`src/rtl/core/jei_pkg.sv`:
```
`timescale 1ns / 1ps
// ----------------------------------------------------------------------------
// jei_pkg
// Shared types for the Julia escape-time iteration unit.
// ----------------------------------------------------------------------------
package jei_pkg;

    typedef enum logic [3:0] {
        ST_IDLE,
        ST_TEST,
        ST_MAG,
        ST_SQ,
        ST_CUBE,
        ST_M3,
        ST_DIVR,
        ST_DIVI,
        ST_UPD,
        ST_DONE
    } t_state;

endpackage

```
`src/rtl/core/julia_escape_iteration_unit.sv`:
```
`timescale 1ns / 1ps
// ----------------------------------------------------------------------------
// julia_escape_iteration_unit
// Escape-time iteration of z -> 1/z^3 + c in signed fixed point, using one
// shared 32x32 multiplier with accumulator and one bit-serial divider.
//
// Channel     Dir  Handshake                       Content
// s_axis      in   i_s_axis_tvalid/o_s_axis_tready z_real, z_imag, c_real, c_imag
// m_axis      out  o_m_axis_tvalid/i_m_axis_tready iteration_count; tuser escaped
// cfg         in   i_cfg_wr_en                     max_iterations
//
// Each iteration runs two restoring divisions of 32 + 2*FRACTION_BITS steps
// each; an iteration with a zero divisor skips both divisions.
// Reset is synchronous and active low; the limit resets to 255.
// A new transfer is taken only when idle; a stalled result waits in the output
// register while the next item is accepted.
// ----------------------------------------------------------------------------
module julia_escape_iteration_unit
    import jei_pkg::*;
#(
    parameter int COUNT_BITS    = 12,
    parameter int FRACTION_BITS = 24
) (
    input  logic                    i_clk,
    input  logic                    i_rst_n,
    input  logic                    i_cfg_wr_en,
    input  logic [COUNT_BITS-1:0]   i_cfg_wr_data,
    input  logic                    i_s_axis_tvalid,
    output logic                    o_s_axis_tready,
    // Fields from bit 0: z_real, z_imag, c_real, c_imag (32 bits each).
    input  logic [127:0]            i_s_axis_tdata,
    output logic                    o_m_axis_tvalid,
    input  logic                    i_m_axis_tready,
    // Fields from bit 0: iteration_count, zero fill to whole bytes.
    output logic [((COUNT_BITS+7)/8)*8-1:0] o_m_axis_tdata,
    // Fields from bit 0: escaped.
    output logic [0:0]              o_m_axis_tuser
);

    localparam int OUT_W     = ((COUNT_BITS + 7) / 8) * 8;
    localparam int DIV_STEPS = 32 + 2 * FRACTION_BITS;
    localparam int DIV_CW    = $clog2(DIV_STEPS);
    localparam logic [DIV_CW-1:0] DIV_LAST = DIV_CW'(DIV_STEPS - 1);
    localparam logic signed [65:0] THR    = 66'sd9 <<< (2 * FRACTION_BITS);
    localparam logic signed [65:0] MAX64  = 66'sh0_7FFF_FFFF_FFFF_FFFF;
    localparam logic signed [65:0] MIN64  = -66'sh0_8000_0000_0000_0000;
    localparam logic signed [65:0] MAX32W = 66'sd2147483647;
    localparam logic signed [65:0] MIN32W = -66'sd2147483648;
    localparam logic signed [31:0] MAX32  = 32'sh7FFF_FFFF;
    localparam logic signed [31:0] MIN32  = 32'sh8000_0000;
    localparam logic [33:0] QCAP  = 34'h2_0000_0000;
    localparam logic [33:0] QPMAX = 34'h0_7FFF_FFFF;
    localparam logic [33:0] QNMAX = 34'h0_8000_0000;

    function automatic logic signed [31:0] fin(input logic signed [65:0] a);
        logic signed [65:0] s;
        logic signed [65:0] sh;
        s = a;
        if (a > MAX64) begin
            s = MAX64;
        end else if (a < MIN64) begin
            s = MIN64;
        end
        sh = s >>> FRACTION_BITS;
        if (sh > MAX32W) begin
            return MAX32;
        end else if (sh < MIN32W) begin
            return MIN32;
        end
        return sh[31:0];
    endfunction

    function automatic logic signed [31:0] add_sat(input logic signed [31:0] a,
                                                   input logic signed [31:0] b);
        logic signed [32:0] s;
        s = 33'(a) + 33'(b);
        if (s > 33'sd2147483647) begin
            return MAX32;
        end else if (s < -33'sd2147483648) begin
            return MIN32;
        end
        return s[31:0];
    endfunction

    t_state r_state, n_state;

    logic [COUNT_BITS-1:0] r_max, r_cnt, r_ocnt;
    logic                  r_esc, r_oesc, r_ovalid, r_fault, r_neg;
    logic [1:0]            r_step;
    logic [DIV_CW-1:0]     r_dcnt;
    logic signed [31:0]    r_zr, r_zi, r_cr, r_ci, r_sr, r_si, r_tr, r_ti, r_vr, r_vi;
    logic signed [65:0]    r_acc;
    logic [63:0]           r_den, r_rem;
    logic [33:0]           r_q;
    logic [31:0]           r_nsh;

    logic signed [31:0] w_opa, w_opb;
    logic signed [63:0] w_prod;
    logic signed [65:0] w_acc;
    logic               w_step_end, w_accept, w_div_last;
    logic [64:0]        w_rem2, w_rem_n;
    logic               w_ge;
    logic [34:0]        w_q2;
    logic [33:0]        w_qn;
    logic signed [31:0] w_dres;
    logic               w_dovf;
    logic [31:0]        w_abs_tr, w_abs_ti;

    assign w_accept   = i_s_axis_tvalid && o_s_axis_tready;
    assign w_div_last = (r_dcnt == DIV_LAST);

    // Shared multiplier operand selection.
    always_comb begin
        w_opa = r_zr;
        w_opb = r_zr;
        unique case (r_state)
            ST_MAG: begin
                w_opa = r_step[0] ? r_zi : r_zr;
                w_opb = r_step[0] ? r_zi : r_zr;
            end
            ST_SQ: begin
                w_opa = r_step[0] ? r_zi : r_zr;
                unique case (r_step)
                    2'd0:    w_opb = r_zr;
                    2'd1:    w_opb = r_zi;
                    2'd2:    w_opb = r_zi;
                    default: w_opb = r_zr;
                endcase
            end
            ST_CUBE: begin
                w_opa = r_step[0] ? r_si : r_sr;
                unique case (r_step)
                    2'd0:    w_opb = r_zr;
                    2'd1:    w_opb = r_zi;
                    2'd2:    w_opb = r_zi;
                    default: w_opb = r_zr;
                endcase
            end
            ST_M3: begin
                w_opa = r_step[0] ? r_ti : r_tr;
                w_opb = r_step[0] ? r_ti : r_tr;
            end
            default: begin
                w_opa = r_zr;
                w_opb = r_zr;
            end
        endcase
    end

    assign w_prod = w_opa * w_opb;

    always_comb begin
        priority if (!r_step[0]) begin
            w_acc = 66'(w_prod);
        end else if ((r_state == ST_SQ || r_state == ST_CUBE) && r_step == 2'd1) begin
            w_acc = r_acc - 66'(w_prod);
        end else begin
            w_acc = r_acc + 66'(w_prod);
        end
    end

    always_comb begin
        unique case (r_state)
            ST_MAG, ST_M3:  w_step_end = (r_step == 2'd1);
            ST_SQ, ST_CUBE: w_step_end = (r_step == 2'd3);
            default:        w_step_end = 1'b0;
        endcase
    end

    // Restoring divider, one quotient bit per cycle.
    assign w_rem2  = {r_rem, r_nsh[31]};
    assign w_ge    = (w_rem2 >= {1'b0, r_den});
    assign w_rem_n = w_ge ? (w_rem2 - {1'b0, r_den}) : w_rem2;
    assign w_q2    = {r_q, w_ge};
    assign w_qn    = (w_q2 > {1'b0, QCAP}) ? QCAP : w_q2[33:0];

    always_comb begin
        w_dovf = 1'b0;
        if (!r_neg) begin
            if (w_qn > QPMAX) begin
                w_dres = MAX32;
                w_dovf = 1'b1;
            end else begin
                w_dres = w_qn[31:0];
            end
        end else begin
            if (w_qn > QNMAX) begin
                w_dres = MIN32;
                w_dovf = 1'b1;
            end else begin
                w_dres = -w_qn[31:0];
            end
        end
    end

    assign w_abs_tr = r_tr[31] ? -r_tr : r_tr;
    assign w_abs_ti = r_ti[31] ? -r_ti : r_ti;

    // Next state.
    always_comb begin
        n_state = r_state;
        unique case (r_state)
            ST_IDLE: if (w_accept) n_state = ST_TEST;
            ST_TEST: n_state = (r_cnt >= r_max) ? ST_DONE : ST_MAG;
            ST_MAG:  if (w_step_end) n_state = (w_acc >= THR) ? ST_DONE : ST_SQ;
            ST_SQ:   if (w_step_end) n_state = ST_CUBE;
            ST_CUBE: if (w_step_end) n_state = ST_M3;
            ST_M3:   if (w_step_end) n_state = (w_acc == '0) ? ST_UPD : ST_DIVR;
            ST_DIVR: if (w_div_last) n_state = ST_DIVI;
            ST_DIVI: if (w_div_last) n_state = ST_UPD;
            ST_UPD:  n_state = r_fault ? ST_DONE : ST_TEST;
            ST_DONE: if (!r_ovalid || i_m_axis_tready) n_state = ST_IDLE;
            default: n_state = ST_IDLE;
        endcase
    end

    // Outputs.
    always_comb begin
        o_s_axis_tready = (r_state == ST_IDLE);
        o_m_axis_tvalid = r_ovalid;
        o_m_axis_tdata  = OUT_W'(r_ocnt);
        o_m_axis_tuser  = r_oesc;
    end

    always_ff @(posedge i_clk) begin
        if (!i_rst_n) begin
            r_state  <= ST_IDLE;
            r_max    <= COUNT_BITS'(255);
            r_ovalid <= 1'b0;
            r_step   <= '0;
            r_dcnt   <= '0;
            r_cnt    <= '0;
            r_esc    <= 1'b0;
            r_fault  <= 1'b0;
        end else begin
            r_state <= n_state;
            if (i_cfg_wr_en) begin
                r_max <= i_cfg_wr_data;
            end
            priority if (r_state == ST_DONE && (!r_ovalid || i_m_axis_tready)) begin
                r_ovalid <= 1'b1;
            end else if (i_m_axis_tready) begin
                r_ovalid <= 1'b0;
            end
            if (r_state == ST_MAG || r_state == ST_SQ || r_state == ST_CUBE ||
                r_state == ST_M3) begin
                r_step <= w_step_end ? 2'd0 : r_step + 2'd1;
            end
            if (r_state == ST_DIVR || r_state == ST_DIVI) begin
                r_dcnt <= w_div_last ? '0 : r_dcnt + 1'b1;
            end
            if (w_accept) begin
                r_cnt <= '0;
                r_esc <= 1'b0;
            end
            if (r_state == ST_MAG && w_step_end && w_acc >= THR) begin
                r_esc <= 1'b1;
            end
            if (r_state == ST_M3 && w_step_end) begin
                r_fault <= (w_acc == '0);
            end
            if ((r_state == ST_DIVR || r_state == ST_DIVI) && w_div_last && w_dovf) begin
                r_fault <= 1'b1;
            end
            if (r_state == ST_UPD) begin
                r_cnt <= r_cnt + 1'b1;
                if (r_fault) begin
                    r_esc <= 1'b1;
                end
            end
        end
    end

    always_ff @(posedge i_clk) begin
        if (w_accept) begin
            r_zr <= i_s_axis_tdata[31:0];
            r_zi <= i_s_axis_tdata[63:32];
            r_cr <= i_s_axis_tdata[95:64];
            r_ci <= i_s_axis_tdata[127:96];
        end
        if (r_state == ST_MAG || r_state == ST_SQ || r_state == ST_CUBE ||
            r_state == ST_M3) begin
            r_acc <= w_acc;
        end
        if (r_state == ST_SQ && r_step == 2'd1) r_sr <= fin(w_acc);
        if (r_state == ST_SQ && r_step == 2'd3) r_si <= fin(w_acc);
        if (r_state == ST_CUBE && r_step == 2'd1) r_tr <= fin(w_acc);
        if (r_state == ST_CUBE && r_step == 2'd3) r_ti <= fin(w_acc);
        if (r_state == ST_M3 && w_step_end) begin
            r_den <= w_acc[63:0];
            r_vr  <= MAX32;
            r_vi  <= MAX32;
            r_nsh <= w_abs_tr;
            r_neg <= r_tr[31];
            r_rem <= '0;
            r_q   <= '0;
        end
        if (r_state == ST_DIVR || r_state == ST_DIVI) begin
            if (w_div_last) begin
                r_rem <= '0;
                r_q   <= '0;
                if (r_state == ST_DIVR) begin
                    r_vr  <= w_dres;
                    r_nsh <= w_abs_ti;
                    r_neg <= !r_ti[31] && (r_ti != '0);
                end else begin
                    r_vi <= w_dres;
                end
            end else begin
                r_rem <= w_rem_n[63:0];
                r_q   <= w_qn;
                r_nsh <= {r_nsh[30:0], 1'b0};
            end
        end
        if (r_state == ST_UPD) begin
            r_zr <= add_sat(r_vr, r_cr);
            r_zi <= add_sat(r_vi, r_ci);
        end
        if (r_state == ST_DONE && (!r_ovalid || i_m_axis_tready)) begin
            r_ocnt <= r_cnt;
            r_oesc <= r_esc;
        end
    end

    a_cnt_within_limit: assert property (@(posedge i_clk) disable iff (!i_rst_n)
        (r_state != ST_IDLE) |-> (r_cnt <= r_max))
        else $error("iteration count passed the limit");

    a_not_escaped_at_limit: assert property (@(posedge i_clk) disable iff (!i_rst_n)
        (r_state == ST_DONE && !r_esc) |-> (r_cnt == r_max))
        else $error("non-escaped result before reaching the limit");

    a_quotient_capped: assert property (@(posedge i_clk) disable iff (!i_rst_n)
        (r_state == ST_DIVR || r_state == ST_DIVI) |-> (r_q <= QCAP))
        else $error("quotient above its cap");

    a_div_enters_clean: assert property (@(posedge i_clk) disable iff (!i_rst_n)
        (r_state == ST_DIVR && $past(r_state) == ST_M3) |-> (r_dcnt == '0 && r_q == '0))
        else $error("divider started with stale state");

endmodule
```
`config.mk`:
```
export PLATFORM = sky130hd
export DESIGN_NAME = julia_escape_iteration_unit
export DESIGN_NICKNAME = d
export VERILOG_FILES = /design/src/rtl/core/jei_pkg.sv /design/src/rtl/core/julia_escape_iteration_unit.sv
export SDC_FILE = /design/constraint.sdc
export NUM_CORES = 2
export LEC_CHECK = 0
export ABC_CLOCK_PERIOD_IN_PS = 18600
export BUFFER_PORTS_ARGS = -buffer_cell sky130_fd_sc_hd__buf_4
export CORE_ASPECT_RATIO = 1.2
export CORE_MARGIN = 3
export CORE_UTILIZATION = 55
export DETAILED_ROUTE_END_ITERATION = 12
export PLACE_DENSITY = 0.74
export SYNTH_ARGS = -nofsm -noshare
export SYNTH_HDL_FRONTEND = slang
export SYNTH_SLANG_ARGS = --single-unit
```
`constraint.sdc`:
```
create_clock -name i_clk -period 18.6 [get_ports i_clk]
set_clock_uncertainty 0.05 [all_clocks]
set_input_delay 2.79 -clock i_clk [delete_from_list [all_inputs] [get_ports i_clk]]
set_output_delay 2.79 -clock i_clk [all_outputs]
set_load 0.01 [all_outputs]
```
# == Word level (Yosys, flattened, before mapping) ==
# Cells that the tools add are included.
# classes
addsub,11
n_mul,1
n_lt_le_gt_ge,20
eq_ne,21
n_mux,112
reduce_logical,33
# ops
cell,count
$mux W32,43
$mux W66,8
$mux W64,4
$pmux W32 S3,2
$gt A42 B32 Y1 const B,4
$lt A42 B32 Y1 const B,4
$mux W34,4
$neg A32 Y32,3
$add A32 B32 Y33,2
$add A66 B64 Y66,1
$ge A66 B53 Y1 const B,1
$gt A33 B32 Y1 const B,2
$gt A66 B64 Y1 const B,1
$logic_not A66 Y1,1
$lt A33 B32 Y1 const B,2
$lt A66 B64 Y1 const B,1
$sub A66 B64 Y66,1
$ge A65 B64 Y1,1
$mul A32 B32 Y64,1
$sub A64 B64 Y64,1
$mux W4,12
$pmux W4 S10,1
$gt A35 B34 Y1 const B,1
$gt A34 B31 Y1 const B,1
other kinds (27),96
# totals
register_bits,634
inputBits,145
wordCells,224

# == Depth between registers and ports, before layout ==
# depth
depth_word,17
ltp_mapped,69

# == Worst setup path after synthesis ==
# OpenSTA, ideal clock, no wires.
# synth_path
path_kind,register to register
from,register r_state[2]
to,"register r_si[11], data pin"
arrival_ps,17515
path_slack_ps,860
path_stages_with_launch,54
n_path_buf,7
period_less_slack_ps,17740
path_cell_list,dfxtp_1 > buf_4 > nand2b_4 > a21o_1 > buf_6 > inv_1 > clkbuf_1 > clkbuf_1 > buf_1 > o32ai_1 > nor2_1 > fa_1 > fa_1 > fa_1 > fa_1 > inv_1 > fa_1 > fa_1 > (+18 left out) > a21o_1 > a21o_1 > a21o_1 > a21o_1 > a211o_1 > or4b_2 > a311oi_1 > o31ai_1 > o211a_2 > inv_2 > nand2_1 > ha_1 > nand4b_1 > nor3_1 > a41oi_1 > o31a_1 > clkbuf_2 > o21ai_1
# synth_via
elab_chain_len,16
elab_cells_between_ends,27
classes_between,add/sub (2); mul (1); order compare (4); eq/ne (4); mux (12); reduce/logical (4)
# synth_lines
element,line_no,text
start: declaration,julia_escape_iteration_unit.sv:85,"t_state r_state, n_state;"
start signal: assignment,julia_escape_iteration_unit.sv:236,r_state <= n_state;
$eq A4 B2 Y1 (tied with other cells),julia_escape_iteration_unit.sv:116,unique case (r_state)
$reduce_or A2 Y1 (no line),n/a,
$pmux W32 S3,julia_escape_iteration_unit.sv:116,
$mul A32 B32 Y64,julia_escape_iteration_unit.sv:150,assign w_prod = w_opa * w_opb;
$add A66 B64 Y66 or $sub A66 B64 Y66 (tied branches),"julia_escape_iteration_unit.sv:158, julia_escape_iteration_unit.sv:156",
$mux W66,julia_escape_iteration_unit.sv:155,end else if ((r_state == ST_SQ || r_state == ST_CUBE) && r_step == 2'd1) begin
$mux W66 (*),julia_escape_iteration_unit.sv:153,priority if (!r_step[0]) begin
net w_acc[65],julia_escape_iteration_unit.sv:99,logic signed [65:0] w_acc;
$lt A66 B64 Y1,julia_escape_iteration_unit.sv:61,end else if (a < MIN64) begin
$mux W66,julia_escape_iteration_unit.sv:61,
$mux W66 (*),julia_escape_iteration_unit.sv:59,if (a > MAX64) begin
$mux W66 (*),julia_escape_iteration_unit.sv:286,if (r_state == ST_SQ && r_step == 2'd3) r_si <= fin(w_acc);
$lt A42 B32 Y1,julia_escape_iteration_unit.sv:67,end else if (sh < MIN32W) begin
$mux W1,julia_escape_iteration_unit.sv:67,
$mux W1,julia_escape_iteration_unit.sv:65,if (sh > MAX32W) begin
$mux W1,julia_escape_iteration_unit.sv:286,
$mux W32 (*),julia_escape_iteration_unit.sv:70,return sh[31:0];
end signal: assignment,julia_escape_iteration_unit.sv:286,
end: declaration,julia_escape_iteration_unit.sv:91,"logic signed [31:0] r_zr, r_zi, r_cr, r_ci, r_sr, r_si, r_tr, r_ti, r_vr, r_vi;"
# The timed path passes the listed nets; every way through them passes the cells marked *. The select of a mux whose other input is x is not followed.
# A chain may end at the register's enable or synchronous reset.

# == Worst setup path in the final report ==
# layout_path
from,register r_step[0]
to,"register r_si[25], data pin"
# layout_via
elab_chain_len,17
elab_cells_between_ends,27
classes_between,add/sub (2); mul (1); order compare (4); eq/ne (2); mux (16); reduce/logical (2)
# layout_lines
element,line_no,text
start: declaration,julia_escape_iteration_unit.sv:89,logic [1:0] r_step;
start signal: assignment,julia_escape_iteration_unit.sv:247,r_step <= w_step_end ? 2'd0 : r_step + 2'd1;
$eq A2 B1 Y1 or $eq A2 B2 Y1 (tied branches),"julia_escape_iteration_unit.sv:123, julia_escape_iteration_unit.sv:132, julia_escape_iteration_unit.sv:155",
$reduce_or A2 Y1 (no line),n/a,
$mux W32,"julia_escape_iteration_unit.sv:123, julia_escape_iteration_unit.sv:132",
$pmux W32 S3,julia_escape_iteration_unit.sv:116,
$mul A32 B32 Y64,julia_escape_iteration_unit.sv:150,
$add A66 B64 Y66 or $sub A66 B64 Y66 (tied branches),"julia_escape_iteration_unit.sv:158, julia_escape_iteration_unit.sv:156",
$mux W66,julia_escape_iteration_unit.sv:155,
$mux W66 (*),julia_escape_iteration_unit.sv:153,
net w_acc[65],julia_escape_iteration_unit.sv:99,
(+1 left out),n/a,
$mux W66,julia_escape_iteration_unit.sv:61,
$mux W66 (*),julia_escape_iteration_unit.sv:59,
$mux W66 (*),julia_escape_iteration_unit.sv:286,
$lt A42 B32 Y1,julia_escape_iteration_unit.sv:67,
$mux W1,julia_escape_iteration_unit.sv:67,
$mux W1,julia_escape_iteration_unit.sv:65,
$mux W1,julia_escape_iteration_unit.sv:286,
$mux W32 (*),julia_escape_iteration_unit.sv:70,
# Marked as above.

==> results.yml <==
routing:
  ant_nets: 0
  drt-wirelength-per-cell_um: 26.0
  drt-pass1-iter-count: 8
  routed_wl_mm: 262
  vias: 63700
  drc: 0
  via_per_inst: 6.32
  drt_iter0_drc: 7045
worst_setup_path:
  end_kind: "flop"
  worstPathRequired_ns: 18.95
  critPathArrivalTime_ns: 18.31
  max_stage_delay_ns: 0.92
  slowest_stage: "a221oi_1"
  start_kind: "flop"
  worst_path_most_repeated_cell: "fa_1"
  cp_max_fo: 41
  critical_path_class: "reg2reg"
floorplan:
  die_h_um: 416
  coreArea_um2: 138000
  placementRows: 149
  dieArea_um2: 145000
  start_util: 0.558
  io-pin-count: 164
  die_w_um: 348
yosys:
  ys.flop_type: "edfxtp_1"
  synthCells: 8275
  synth_top_area_cell: "fa_1"
  synth_top_area_frac: 0.282
  synthTopCellsByArea: "fa_1, edfxtp_1, ha_1, inv_1, nor2_1"
  yosys_warnings: 0
  synth_area_per_cell_um2: 9.32
  synth.distinct_cells: 118
  yosysMostFrequentCell: "fa_1"
  async_flop_share: 0
  synth_area_um2: 77100
  synth_edf_count: 497
  synth_seq_cells: 634
  netlist_top_cells_count: "fa_1, inv_1, nor2_1"
  seq_area_frac_synth: 0.229
cells_and_area:
  drive_above_1_share: 0.0791
  fin_nets: 9848
  final_cells: 10100
  finalInstanceArea_um2: 82400
  fill_cells: 12000
  area_growth_pct: 6.83
clocking:
  cts_tree: "done"
  clkTransAtPathRegs_ns: 0.07
  cts_max_path_buffers: 3
  post_cts_buffers: 0
  cts_resized: 0
  clock_sinks: 634
  ctsHoldBuffers: 0
  clock-root-buffer: "clkbuf_16"
  clk_latency_ns: 0.68
  cts-buffers-inserted: 56
  htree_levels: 2
global_routing:
  grt_overflow_total: 0
  track_usage: 0.363
  grt_pass1_wl_mm: 399
  grt_pass1_vias: 64800
  antenna_found_initial: 8
  grt_max_degree: 102
placement:
  placed_cell_area_um2: 80300
  gp_congestion: 1.06
  dpl.cell_count: 9973
  port_buffers: 159
  dpl.hpwl_mm: 210
sta:
  fmax_mhz: 55.7
  rsz0062_at_grt: "false"
  min_period_ns: 17.96
  worst_pin_slew_ns: 1.32
  hold_ws_ns: 0.424
  setup_tns_ns: 0
  maxSlewViolCount: 0
  hold_viol_final: 0
  fin_crit_sh: 0.966
  finalSetupViolCount: 0
  relSlewSlack: 0.120
run_status:
  status: "finished, final reports clean"
job:
  max_cap_violations: 0
worst_hold_path:
  worstHoldPathType: "reg2reg"
[layout make-up]
type | instances | area, µm² | area share
multi-input combinational | 6237 | 54400 | 0.660
sequential | 634 | 17700 | 0.214
inverter | 971 | 3650 | 0.0443
timing repair buffer | 319 | 2390 | 0.0291
tap | 1812 | 2270 | 0.0275
clock buffer | 61 | 1420 | 0.0172
clock inverter | 45 | 622 | 0.00755
antenna | 5 | 12.5 | 0.000152
[layout by cell type (no fill, tap or decap), types with 52 or more instances in the layout]
cell and count:
o21ai_0 320, a31oi_1 64, nand3_1 97, nor3_1 141, fa_1 1085, edfxtp_1 497, or3_1 58, a211oi_1 59
xnor2_1 178, and3_1 66, nand4_1 63, ha_1 398, nand2_1 898, inv_1 965, dfxtp_1 136, xor2_1 147
a21o_1 177, clkbuf_16 56, buf_4 319, a21oi_1 407, nor2b_1 69, nand2b_1 75, mux2i_1 141, and2_1 59
o31ai_1 52, nor2_1 892, or2_2 59
[state kept, by name, indices dropped and copies added (netlist names), 2 cells and up]
signal,cells
r_max,12
r_dcnt,7
r_q,34
r_vi,32
r_state,4
r_cnt,12
r_zr,32
r_vr,32
r_step,2
r_cr,32
r_rem,64
r_nsh,32
r_ci,32
r_den,64
r_tr,32
r_zi,32
r_sr,32
r_si,32
r_acc,66
r_ocnt,12
r_ti,32
[routing by layer]
layer	up-vias	track usage	share of wire
met5	-	0	0.00030
met3	892	0.0895	0.11
met4	10	0.231	0.080
li1	27700	-	-
met2	3600	0.562	0.45
met1	31600	0.457	0.37
[metrics by stage]
step	utilization	worst slack, ns
finish	0.596	0.637
global route	0.596	0.0323
CTS	0.596	0.778
detailed placement	0.581	0.892
global placement	0.581	1.08
floorplan	-	0.860
[critical path: cells and delay by family, from the launching register on]
kind | cells | cell delay (ns)
compound gates | 20 | 5.31
fa+ha+maj | 11 | 5.25
simple gates | 14 | 4.01
buf+inv | 8 | 1.83
flops | 1 | 0.56
mux | 1 | 0.42
xor+xnor | 1 | 0.16
[kinds of logic after synthesis]
logic type	after synthesis	synth area share
xor+xnor	325	0.0369
buf+inv	1407	0.0697
mux	184	0.0246
flops	634	0.229
other cells	1	0.0000486
simple gates	2649	0.156
fa+ha+maj	1493	0.348
compound gates	1582	0.136
[path summary, 6_finish.rpt]
| check | startpoint | to | cells past startpoint | slack (ns) |
|---|---|---|---|---|
| worst max register to register | r_step[0] | r_si[25] | 55 | 0.64 |
| worst max-delay path | r_step[0] | r_si[25] | 55 | 0.64 |
| worst min-delay path | r_vi[21] | r_vi[21] | 1 | 0.42 |
| worst min register to register | r_vi[21] | r_vi[21] | 1 | 0.42 |
Power is left out: the tool's default activity adds up to more than one toggle a clock period on the data nets, which glitch-free logic cannot reach.
